File: config.mk
export PLATFORM = sky130hd
export DESIGN_NAME = clamped_motor_impulse_solver_flat
export DESIGN_NICKNAME = d
export VERILOG_FILES = /design/src/rtl/cmis_pkg.sv /design/src/rtl/cmis_if.sv /design/src/rtl/cmis_mul.sv /design/src/rtl/cmis_div.sv /design/src/rtl/clamped_motor_impulse_solver.sv /design/src/flat_wrapper.sv
export SDC_FILE = /design/constraint.sdc
export NUM_CORES = 2
export LEC_CHECK = 0
export ABC_CLOCK_PERIOD_IN_PS = 10300
export BUFFER_PORTS_ARGS = -buffer_cell sky130_fd_sc_hd__buf_2
export CORE_ASPECT_RATIO = 1.2
export CORE_MARGIN = 2
export CORE_UTILIZATION = 43
export CTS_BUF_LIST = sky130_fd_sc_hd__clkbuf_4 sky130_fd_sc_hd__clkbuf_8
export CTS_CLUSTER_DIAMETER = 150
export CTS_CLUSTER_SIZE = 14
export DETAILED_ROUTE_END_ITERATION = 16
export PLACE_DENSITY_LB_ADDON = 0.25
export SLEW_MARGIN = 10
export SYNTH_ARGS = -nofsm -noshare
export SYNTH_HDL_FRONTEND = slang
export SYNTH_SLANG_ARGS = --single-unit
export TNS_END_PERCENT = 50
File: constraint.sdc
create_clock -name clk_i -period 10.3 [get_ports clk_i]
set_input_delay 3.09 -clock clk_i [delete_from_list [all_inputs] [get_ports clk_i]]
set_output_delay 3.09 -clock clk_i [all_outputs]
set_load 0.05 [all_outputs]
File: src/rtl/cmis_pkg.sv
`timescale 1ns / 1ps

package cmis_pkg;

  localparam int VelW     = 32;
  localparam int ImpW     = 31;
  localparam int OpW      = 2;
  localparam int CfgIdxW  = 2;
  localparam int CfgDataW = 32;
  localparam int MagW     = 33;
  localparam int ProdW    = MagW + ImpW;
  localparam int DivSteps = 33;
  localparam int DivCntW  = $clog2(DivSteps + 1);

  localparam logic [ImpW-1:0] ImpMax        = {ImpW{1'b1}};
  localparam logic [ImpW-1:0] RstMaxImpulse = {ImpW{1'b1}};
  localparam logic [ImpW-1:0] RstInvInertia = ImpW'(65536);

  typedef enum logic [OpW-1:0] {
    OP_PREPARE = 2'd0,
    OP_APPLY   = 2'd1,
    OP_SOLVE   = 2'd2,
    OP_CLEAR   = 2'd3
  } opcode_e;

  typedef enum logic [CfgIdxW-1:0] {
    CFG_MOTOR_RATE  = 2'd0,
    CFG_MAX_IMPULSE = 2'd1,
    CFG_INV_A       = 2'd2,
    CFG_INV_B       = 2'd3
  } cfg_idx_e;

  function automatic logic signed [VelW-1:0] sat_s32(input logic signed [VelW+1:0] v);
    logic signed [VelW-1:0] r;
    if (v > $signed({3'b000, {(VelW-1){1'b1}}})) begin
      r = {1'b0, {(VelW-1){1'b1}}};
    end else if (v < $signed({3'b111, {(VelW-1){1'b0}}})) begin
      r = {1'b1, {(VelW-1){1'b0}}};
    end else begin
      r = v[VelW-1:0];
    end
    return r;
  endfunction

  function automatic logic [MagW-1:0] abs_s33(input logic signed [MagW-1:0] v);
    logic [MagW-1:0] r;
    if (v[MagW-1]) begin
      r = ~v + MagW'(1);
    end else begin
      r = v;
    end
    return r;
  endfunction

endpackage

File: src/rtl/cmis_if.sv
`timescale 1ns / 1ps

interface cmis_req_if import cmis_pkg::*; ();
  logic                   valid;
  logic                   ready;
  logic [OpW-1:0]         opcode;
  logic signed [VelW-1:0] vel_a;
  logic signed [VelW-1:0] vel_b;
  logic [ImpW-1:0]        dt_coef;

  modport source (output valid, output opcode, output vel_a, output vel_b,
                  output dt_coef, input ready);
  modport sink   (input valid, input opcode, input vel_a, input vel_b,
                  input dt_coef, output ready);
endinterface

interface cmis_rsp_if import cmis_pkg::*; ();
  logic                   valid;
  logic                   ready;
  logic signed [VelW-1:0] new_vel_a;
  logic signed [VelW-1:0] new_vel_b;
  logic [ImpW-1:0]        impulse_magnitude;

  modport source (output valid, output new_vel_a, output new_vel_b,
                  output impulse_magnitude, input ready);
  modport sink   (input valid, input new_vel_a, input new_vel_b,
                  input impulse_magnitude, output ready);
endinterface

File: src/rtl/cmis_mul.sv
`timescale 1ns / 1ps

module cmis_mul import cmis_pkg::*; (
  input  logic                   clk_i,
  input  logic [MagW-1:0]        mag_a_i,
  input  logic [ImpW-1:0]        mag_b_i,
  input  logic                   neg_i,
  output logic signed [VelW-1:0] res_o
);

  logic [ProdW-1:0]       prod_q;
  logic                   neg_q;
  logic signed [VelW-1:0] res_q;
  logic signed [VelW-1:0] res_d;
  logic [ProdW-17:0]      hi;
  logic [ProdW-16:0]      qn;

  assign hi = prod_q[ProdW-1:16];
  assign qn = {1'b0, hi} + (ProdW-15)'(|prod_q[15:0]);

  // floor the shifted product, then saturate to the signed range
  always_comb begin
    if (neg_q) begin
      if (qn > (ProdW-15)'(64'h8000_0000)) begin
        res_d = {1'b1, {(VelW-1){1'b0}}};
      end else begin
        res_d = VelW'((ProdW-15)'(0) - qn);
      end
    end else begin
      if (hi > (ProdW-16)'(64'h7FFF_FFFF)) begin
        res_d = {1'b0, {(VelW-1){1'b1}}};
      end else begin
        res_d = hi[VelW-1:0];
      end
    end
  end

  always_ff @(posedge clk_i) begin
    prod_q <= ProdW'(mag_a_i) * ProdW'(mag_b_i);
    neg_q  <= neg_i;
    res_q  <= res_d;
  end

  assign res_o = res_q;

endmodule

File: src/rtl/cmis_div.sv
`timescale 1ns / 1ps

module cmis_div import cmis_pkg::*; (
  input  logic            clk_i,
  input  logic            rst_ni,
  input  logic            start_i,
  input  logic [VelW-1:0] divisor_i,
  output logic            done_o,
  output logic [ImpW-1:0] quo_o
);

  localparam logic [DivCntW-1:0] LastStep = DivCntW'(DivSteps - 1);

  logic               busy_q;
  logic               done_q;
  logic [DivCntW-1:0] cnt_q;
  logic [VelW-1:0]    dvs_q;
  logic [MagW-1:0]    rem_q;
  logic [MagW-1:0]    rem_d;
  logic [MagW-1:0]    quo_q;
  logic [MagW:0]      trial;
  logic               ge;

  // dividend is 2^32: only its top bit is set
  assign trial = {rem_q, cnt_q == '0};
  assign ge    = trial >= (MagW+1)'(dvs_q);
  assign rem_d = ge ? MagW'(trial - (MagW+1)'(dvs_q)) : trial[MagW-1:0];

  always_ff @(posedge clk_i or negedge rst_ni) begin
    if (!rst_ni) begin
      busy_q <= 1'b0;
      done_q <= 1'b0;
      cnt_q  <= '0;
    end else begin
      done_q <= 1'b0;
      if (start_i) begin
        busy_q <= 1'b1;
        cnt_q  <= '0;
      end else if (busy_q) begin
        cnt_q <= cnt_q + DivCntW'(1);
        if (cnt_q == LastStep) begin
          busy_q <= 1'b0;
          done_q <= 1'b1;
        end
      end
    end
  end

  always_ff @(posedge clk_i) begin
    if (start_i) begin
      dvs_q <= divisor_i;
      rem_q <= '0;
      quo_q <= '0;
    end else if (busy_q) begin
      rem_q <= rem_d;
      quo_q <= {quo_q[MagW-2:0], ge};
    end
  end

  assign done_o = done_q;
  assign quo_o  = (quo_q[MagW-1:ImpW] != '0) ? ImpMax : quo_q[ImpW-1:0];

endmodule

File: src/rtl/clamped_motor_impulse_solver.sv
`timescale 1ns / 1ps
// Channel  Dir  Handshake     Payload
// req_i    in   valid/ready   opcode, vel_a, vel_b, dt_coef
// rsp_o    out  valid/ready   new_vel_a, new_vel_b, impulse_magnitude
// cfg      in   cfg_we_i      cfg_idx_i, cfg_data_i
//
// One request at a time: clear, apply, solve or prepare; prepare runs the
// 33 steps of the bit-serial divider.
// Apply and solve run three products through one shared two-stage multiplier.
// Reset clears the accumulator and effective inertia and loads register defaults.
// A stalled rsp_o holds the finished result; the next request is taken meanwhile.

module clamped_motor_impulse_solver import cmis_pkg::*; (
  input  logic                clk_i,
  input  logic                rst_ni,
  cmis_req_if.sink            req_i,
  cmis_rsp_if.source          rsp_o,
  input  logic                cfg_we_i,
  input  logic [CfgIdxW-1:0]  cfg_idx_i,
  input  logic [CfgDataW-1:0] cfg_data_i
);

  typedef enum logic [3:0] {
    ST_IDLE, ST_DIV, ST_WR, ST_ISSUE_J, ST_WAIT_J, ST_TAKE_J, ST_CLAMP, ST_DIFF,
    ST_ISSUE_A, ST_ISSUE_B, ST_TAKE_A, ST_TAKE_B, ST_FINISH
  } state_e;

  state_e                 state_q;
  opcode_e                op_q;
  logic signed [VelW-1:0] va_q, vb_q, wr_q, acc_q, old_q;
  logic signed [MagW-1:0] sum_q, d_q;
  logic [ImpW-1:0]        dtc_q, eff_q;
  logic signed [VelW-1:0] rate_q;
  logic [ImpW-1:0]        max_q, inv_a_q, inv_b_q;
  logic                   out_valid_q;
  logic signed [VelW-1:0] out_va_q, out_vb_q;
  logic [ImpW-1:0]        out_mag_q;

  logic                   accept;
  logic                   div_start, div_done;
  logic [ImpW-1:0]        div_quo;
  logic [MagW-1:0]        mul_a;
  logic [ImpW-1:0]        mul_b;
  logic                   mul_neg;
  logic signed [VelW-1:0] mul_res;
  logic signed [MagW-1:0] lim_pos, lim_neg;
  logic [MagW-1:0]        acc_abs;

  assign accept    = req_i.valid && req_i.ready;
  assign div_start = accept && (opcode_e'(req_i.opcode) == OP_PREPARE);
  assign lim_pos   = $signed({2'b00, max_q});
  assign lim_neg   = -lim_pos;
  assign acc_abs   = abs_s33(MagW'(acc_q));

  always_ff @(posedge clk_i or negedge rst_ni) begin
    if (!rst_ni) begin
      rate_q  <= '0;
      max_q   <= RstMaxImpulse;
      inv_a_q <= RstInvInertia;
      inv_b_q <= RstInvInertia;
    end else if (cfg_we_i) begin
      unique case (cfg_idx_e'(cfg_idx_i))
        CFG_MOTOR_RATE:  rate_q  <= $signed(cfg_data_i[VelW-1:0]);
        CFG_MAX_IMPULSE: max_q   <= cfg_data_i[ImpW-1:0];
        CFG_INV_A:       inv_a_q <= cfg_data_i[ImpW-1:0];
        CFG_INV_B:       inv_b_q <= cfg_data_i[ImpW-1:0];
        default: ;
      endcase
    end
  end

  always_comb begin
    mul_a   = '0;
    mul_b   = '0;
    mul_neg = 1'b0;
    case (state_q)
      ST_ISSUE_J: begin
        if (op_q == OP_SOLVE) begin
          mul_a   = abs_s33(MagW'(wr_q));
          mul_b   = eff_q;
          mul_neg = !wr_q[VelW-1] && (wr_q != '0);
        end else begin
          mul_a   = acc_abs;
          mul_b   = dtc_q;
          mul_neg = acc_q[VelW-1];
        end
      end
      ST_ISSUE_A: begin
        mul_a   = abs_s33(d_q);
        mul_b   = inv_a_q;
        mul_neg = d_q[MagW-1];
      end
      ST_ISSUE_B: begin
        mul_a   = abs_s33(d_q);
        mul_b   = inv_b_q;
        mul_neg = d_q[MagW-1];
      end
      default: ;
    endcase
  end

  cmis_mul u_mul (
    .clk_i   (clk_i),
    .mag_a_i (mul_a),
    .mag_b_i (mul_b),
    .neg_i   (mul_neg),
    .res_o   (mul_res)
  );

  cmis_div u_div (
    .clk_i     (clk_i),
    .rst_ni    (rst_ni),
    .start_i   (div_start),
    .divisor_i (VelW'(inv_a_q) + VelW'(inv_b_q)),
    .done_o    (div_done),
    .quo_o     (div_quo)
  );

  always_ff @(posedge clk_i or negedge rst_ni) begin
    if (!rst_ni) begin
      state_q     <= ST_IDLE;
      out_valid_q <= 1'b0;
      acc_q       <= '0;
      eff_q       <= '0;
    end else begin
      if (rsp_o.valid && rsp_o.ready && (state_q != ST_FINISH)) begin
        out_valid_q <= 1'b0;
      end
      unique case (state_q)
        ST_IDLE: begin
          if (accept) begin
            unique case (opcode_e'(req_i.opcode))
              OP_PREPARE: state_q <= ST_DIV;
              OP_APPLY:   state_q <= ST_ISSUE_J;
              OP_SOLVE:   state_q <= ST_WR;
              OP_CLEAR: begin
                acc_q   <= '0;
                state_q <= ST_FINISH;
              end
              default: state_q <= ST_IDLE;
            endcase
          end
        end
        ST_DIV: begin
          if (div_done) begin
            eff_q   <= div_quo;
            state_q <= ST_FINISH;
          end
        end
        ST_WR:      state_q <= ST_ISSUE_J;
        ST_ISSUE_J: state_q <= ST_WAIT_J;
        ST_WAIT_J:  state_q <= ST_TAKE_J;
        ST_TAKE_J:  state_q <= (op_q == OP_SOLVE) ? ST_CLAMP : ST_ISSUE_A;
        ST_CLAMP: begin
          if (sum_q > lim_pos) begin
            acc_q <= VelW'(lim_pos);
          end else if (sum_q < lim_neg) begin
            acc_q <= VelW'(lim_neg);
          end else begin
            acc_q <= VelW'(sum_q);
          end
          state_q <= ST_DIFF;
        end
        ST_DIFF:    state_q <= ST_ISSUE_A;
        ST_ISSUE_A: state_q <= ST_ISSUE_B;
        ST_ISSUE_B: state_q <= ST_TAKE_A;
        ST_TAKE_A:  state_q <= ST_TAKE_B;
        ST_TAKE_B:  state_q <= ST_FINISH;
        ST_FINISH: begin
          if (!out_valid_q || rsp_o.ready) begin
            out_valid_q <= 1'b1;
            state_q     <= ST_IDLE;
          end
        end
        default: state_q <= ST_IDLE;
      endcase
    end
  end

  always_ff @(posedge clk_i) begin
    case (state_q)
      ST_IDLE: begin
        if (accept) begin
          op_q  <= opcode_e'(req_i.opcode);
          va_q  <= req_i.vel_a;
          vb_q  <= req_i.vel_b;
          dtc_q <= req_i.dt_coef;
        end
      end
      ST_WR:     wr_q  <= sat_s32((VelW+2)'(vb_q) - (VelW+2)'(va_q) + (VelW+2)'(rate_q));
      ST_TAKE_J: begin
        sum_q <= MagW'(acc_q) + MagW'(mul_res);
        d_q   <= MagW'(mul_res);
      end
      ST_CLAMP:  old_q <= acc_q;
      ST_DIFF:   d_q   <= MagW'(acc_q) - MagW'(old_q);
      ST_TAKE_A: va_q  <= sat_s32((VelW+2)'(va_q) - (VelW+2)'(mul_res));
      ST_TAKE_B: vb_q  <= sat_s32((VelW+2)'(vb_q) + (VelW+2)'(mul_res));
      ST_FINISH: begin
        if (!out_valid_q || rsp_o.ready) begin
          out_va_q  <= va_q;
          out_vb_q  <= vb_q;
          out_mag_q <= acc_abs[ImpW-1:0];
        end
      end
      default: ;
    endcase
  end

  assign req_i.ready             = (state_q == ST_IDLE);
  assign rsp_o.valid             = out_valid_q;
  assign rsp_o.new_vel_a         = out_va_q;
  assign rsp_o.new_vel_b         = out_vb_q;
  assign rsp_o.impulse_magnitude = out_mag_q;

  a_acc_in_limit: assert property (@(posedge clk_i) disable iff (!rst_ni)
    state_q == ST_DIFF |-> (acc_q <= $signed({1'b0, max_q}))
                        && (acc_q >= -$signed({1'b0, max_q})))
    else $error("accumulator outside impulse limit");

  a_div_done_in_div: assert property (@(posedge clk_i) disable iff (!rst_ni)
    div_done |-> state_q == ST_DIV)
    else $error("divider finished outside prepare");

  a_busy_after_accept: assert property (@(posedge clk_i) disable iff (!rst_ni)
    accept |=> !req_i.ready)
    else $error("request taken while busy");

  a_clear_acc: assert property (@(posedge clk_i) disable iff (!rst_ni)
    accept && (opcode_e'(req_i.opcode) == OP_CLEAR) |=> acc_q == '0)
    else $error("accumulator not cleared");

  a_result_from_finish: assert property (@(posedge clk_i) disable iff (!rst_ni)
    $rose(out_valid_q) |-> $past(state_q) == ST_FINISH)
    else $error("result raised outside finish");

endmodule
File: src/flat_wrapper.sv
// flat-port wrapper written by rule: the top's interface ports become plain ports
module clamped_motor_impulse_solver_flat import cmis_pkg::*;
  (clk_i, rst_ni, cfg_we_i, cfg_idx_i, cfg_data_i, req_i_valid, req_i_opcode, req_i_vel_a, req_i_vel_b, req_i_dt_coef, req_i_ready, rsp_o_valid, rsp_o_new_vel_a, rsp_o_new_vel_b, rsp_o_impulse_magnitude, rsp_o_ready);
  cmis_req_if req_i_i ();
  cmis_rsp_if rsp_o_i ();
  input  logic clk_i;
  input  logic rst_ni;
  input  logic cfg_we_i;
  input  logic [CfgIdxW-1:0] cfg_idx_i;
  input  logic [CfgDataW-1:0] cfg_data_i;
  input wire logic [$bits(req_i_i.valid)-1:0] req_i_valid;
  input wire logic [$bits(req_i_i.opcode)-1:0] req_i_opcode;
  input wire logic [$bits(req_i_i.vel_a)-1:0] req_i_vel_a;
  input wire logic [$bits(req_i_i.vel_b)-1:0] req_i_vel_b;
  input wire logic [$bits(req_i_i.dt_coef)-1:0] req_i_dt_coef;
  output wire logic [$bits(req_i_i.ready)-1:0] req_i_ready;
  output wire logic [$bits(rsp_o_i.valid)-1:0] rsp_o_valid;
  output wire logic [$bits(rsp_o_i.new_vel_a)-1:0] rsp_o_new_vel_a;
  output wire logic [$bits(rsp_o_i.new_vel_b)-1:0] rsp_o_new_vel_b;
  output wire logic [$bits(rsp_o_i.impulse_magnitude)-1:0] rsp_o_impulse_magnitude;
  input wire logic [$bits(rsp_o_i.ready)-1:0] rsp_o_ready;
  assign req_i_i.valid = req_i_valid;
  assign req_i_i.opcode = req_i_opcode;
  assign req_i_i.vel_a = req_i_vel_a;
  assign req_i_i.vel_b = req_i_vel_b;
  assign req_i_i.dt_coef = req_i_dt_coef;
  assign req_i_ready = req_i_i.ready;
  assign rsp_o_valid = rsp_o_i.valid;
  assign rsp_o_new_vel_a = rsp_o_i.new_vel_a;
  assign rsp_o_new_vel_b = rsp_o_i.new_vel_b;
  assign rsp_o_impulse_magnitude = rsp_o_i.impulse_magnitude;
  assign rsp_o_i.ready = rsp_o_ready;
  clamped_motor_impulse_solver u_core (.clk_i(clk_i), .rst_ni(rst_ni), .req_i(req_i_i), .rsp_o(rsp_o_i), .cfg_we_i(cfg_we_i), .cfg_idx_i(cfg_idx_i), .cfg_data_i(cfg_data_i));
endmodule
==> results.sh <==
export IMPL_outcome="finished clean"
export IMPL_post_place_ws_ns=-0.4366
export IMPL_h_tree_depth=2
export IMPL_dr_pass1_iters=8
export IMPL_route_met2_wl_um=133000
export IMPL_hold_class="register to register"
export IMPL_highest_layer="met5"
export IMPL_io_buffers=232
export IMPL_synth_area_leader_cell="fa_1"
export IMPL_wl_met1_um=109400
export IMPL_worst_path_max_fanout=4
export IMPL_dr_first_iter_drc_count=5385
export IMPL_vias=63693
export IMPL_layout_drive_gt1_share_pct=13.25
export IMPL_antenna_found_initial=20
export IMPL_ys_seq_elements=718
export IMPL_critPathBufInv=5
export IMPL_synth_cell_types=95
export IMPL_synthTopCellsByArea="fa_1, edfxtp_1, ha_1"
export IMPL_critPathCaptureType="register"
export IMPL_dp_hpwl_um=231100
export IMPL_p_leak_nw=40.26
export IMPL_cts_tree="built"
export IMPL_synth_common_cells="inv_1, nand2_1, fa_1"
export IMPL_tightest_slew_ns=1.247
export IMPL_cts_sinks=718
export IMPL_met3WireLength_um=19920
export IMPL_startpoint_type="register"
export IMPL_grt_pass1_vias=64554
export IMPL_cp_top_family="adder cells"
export IMPL_synth_cell_area_um2=77130
export IMPL_fin_nets=10445
export IMPL_power_density_nw_per_um2=283.8
export IMPL_io_pins=233
export IMPL_ys_async_sr_fraction_pct=27.99
export IMPL_maxCapViolations=0
export IMPL_layout_min_cycle_time_ns=10.14
export IMPL_ys_dominant_reg_cell="edfxtp_1"
export IMPL_syn_instance_count=8428
export IMPL_avgViaCountPerCell=5.687
export IMPL_grt_pass1_wl_um=418200
export IMPL_slowest_stage="fa_1"
export IMPL_drt_total_wl_um=285700
export IMPL_crit_type="register to register"
export IMPL_finalSetupViolations=0
export IMPL_ir_worst_vdd_v=0.0001758
export IMPL_crit_top_cell="fa_1"
export IMPL_gp_congestion=1.018
export IMPL_start_util_pct=43.22
export IMPL_finalHoldViolCount=0
export IMPL_globalRouteTotalUtil_pct=31.04
export IMPL_yosysWarnings=0
export IMPL_total_power_mw=24.42
export IMPL_synth_top_cell_area_share_pct=24.22
export IMPL_rows=170
export IMPL_final_antenna_net_count=0
export IMPL_crit_required_ns=11.08
export IMPL_clock_latency_ns=0.87
export IMPL_avgRoutedWirePerCell_um=25.51
export IMPL_cts_buffers=58
export IMPL_finClkSkew_ns=0.07234
export IMPL_die_area_um2=182800
export IMPL_die_w_um=390.6
export IMPL_fin_crit_sh_pct=98.42
export IMPL_relSlewSlack_pct=16.78
export IMPL_cpPeakStageDelay_ns=0.62
export IMPL_postCtsHoldBufs=0
export IMPL_slew_violations=0
export IMPL_grt_ovfl_total=0
export IMPL_grt_max_degree=120
export IMPL_drc=0
export IMPL_post_synth_top_count_cell="inv_1"
export IMPL_core_um2=178500
export IMPL_die_h_um=468.0
export IMPL_cts_root_buf="clkbuf_8"
export IMPL_crit_arrival_ns=10.92
export IMPL_worst_slack_ns=0.1629
export IMPL_ys_seq_area_share_pct=24.59
export IMPL_synth_edf_count=354
export IMPL_fmax_mhz=98.65
export IMPL_clkTransAtPathRegs_ns=0.12
export IMPL_area_growth_pct=11.56
export IMPL_clockBufferDepth=3
export IMPL_fillerInstances=17028
export IMPL_avgSynthCellArea_um2=9.152
export IMPL_syn_num_nets=10056
-- sequential cells by signal, summed over array words and instances, names as in the netlist, 4 cells and up --
register	flops
u_core.acc_q	32
u_core.d_q	33
u_core.dtc_q	31
u_core.eff_q	31
u_core.inv_a_q	31
u_core.inv_b_q	31
u_core.max_q	31
u_core.old_q	32
u_core.rate_q	32
u_core.rsp_o.impulse_magnitude	31
u_core.rsp_o.new_vel_a	32
u_core.rsp_o.new_vel_b	32
u_core.state_q	4
u_core.sum_q	33
u_core.u_div.cnt_q	6
u_core.u_div.dvs_q	32
u_core.u_div.quo_q	33
u_core.u_div.rem_q	33
u_core.u_mul.prod_q	64
u_core.u_mul.res_o	32
u_core.va_q	32
u_core.vb_q	32
u_core.wr_q	32
-- cells in the final DEF, fill, tap and decap left out, types with 158 or more instances in the layout --
cell	instances
a21oi_1	375
buf_2	231
buf_4	436
dfrtp_1	166
dfxtp_1	163
edfxtp_1	354
fa_1	918
ha_1	549
inv_1	1263
nand2_1	985
nor2_1	759
o21ai_0	345
xnor2_1	213
xor2_1	158
-- worst reg2reg max path: cells and delay by family, from the launching register on --
family / cells / cell delay [ns]
AOI/OAI and AO/OA: 9 / 2.15
xor gates and xnor gates: 1 / 0.20
adders and majority gates: 9 / 4.47
buffers and inverters: 5 / 0.69
DFF: 1 / 0.41
and+or+nand+nor: 9 / 2.14
-- where the power goes --
| part | internal, mW | switching [mW] |
|---|---|---|
| combinational | 6.62 | 10.7 |
| sequential | 4.19 | 1.16 |
| clock | 0.694 | 1.10 |
-- cell type report --
class                      count  area, µm²  share of cell area [%]
multi-input combinational   6068      53070                   61.68
sequential                   718      18970                   22.04
timing repair buffer         704       5126                   5.957
inverter                    1267       4757                   5.528
tap                         2322       2905                   3.376
clock buffer                 102       1129                   1.312
clock inverter                 6      60.06                 0.06979
antenna                       12      30.03                 0.03490
-- metal layers --
metal  track usage, %  vias to the layer above
li1                 -                    28495
met1            38.32                    31812
met2            50.79                     2657
met3            4.117                      723
met4            20.87                        6
met5                0                        -
-- stage by stage --
step / TNS, ns / area [µm²] / hold slack (ns) / utilization, % / std cells
2_1_floorplan: 0 / 77140 / 0.4496 / - / 8428
3_3_place_gp: -0.7203 / 83700 / 0.4615 / 46.90 / 11040
3_5_place_dp: -2.805 / 83700 / 0.4695 / 46.90 / 11040
4_1_cts: -0.08725 / 84970 / 0.4926 / 47.61 / 11149
5_1_grt: -0.1674 / 86020 / 0.5228 / 48.20 / 11188
6_report: 0 / 86050 / 0.4895 / 48.22 / 11199
-- worst paths after layout --
path | start | end | slack [ns] | depth (start not counted)
min reg2reg | u_core.eff_q[13] | u_core.eff_q[13] | 0.49 | 2
max | u_core.wr_q[3] | u_core.u_mul.prod_q[49] | 0.16 | 33
max in group asynchronous | rst_ni | u_core.rate_q[9] | 6.69 | 2
max reg2reg | u_core.wr_q[3] | u_core.u_mul.prod_q[49] | 0.16 | 33
min in group asynchronous | rst_ni | u_core.u_div.cnt_q[2] | 2.24 | 1
min | u_core.eff_q[13] | u_core.eff_q[13] | 0.49 | 2
-- kinds of logic (layout without fill, tap and decap cells) --
family	after synthesis	after routing	synth area share (%)
multiplexers	217	217	2.973
buffers and inverters	1642	2079	8.044
AND/OR/NAND/NOR	2478	2478	14.43
flip-flops	718	718	24.59
other	0	12	0
AO/OA/AOI/OAI	1499	1499	12.34
adder cells (fa/ha/maj)	1496	1496	33.33
XOR/XNOR	378	378	4.292
-- what timing repair did --
action	in CTS	in global routing
gates resized for setup	15	150
setup buffers	1	38
pin swaps	3	70
setup endpoints to repair	15	26
cloned	0	1
(Power assumes the default switching activity.)
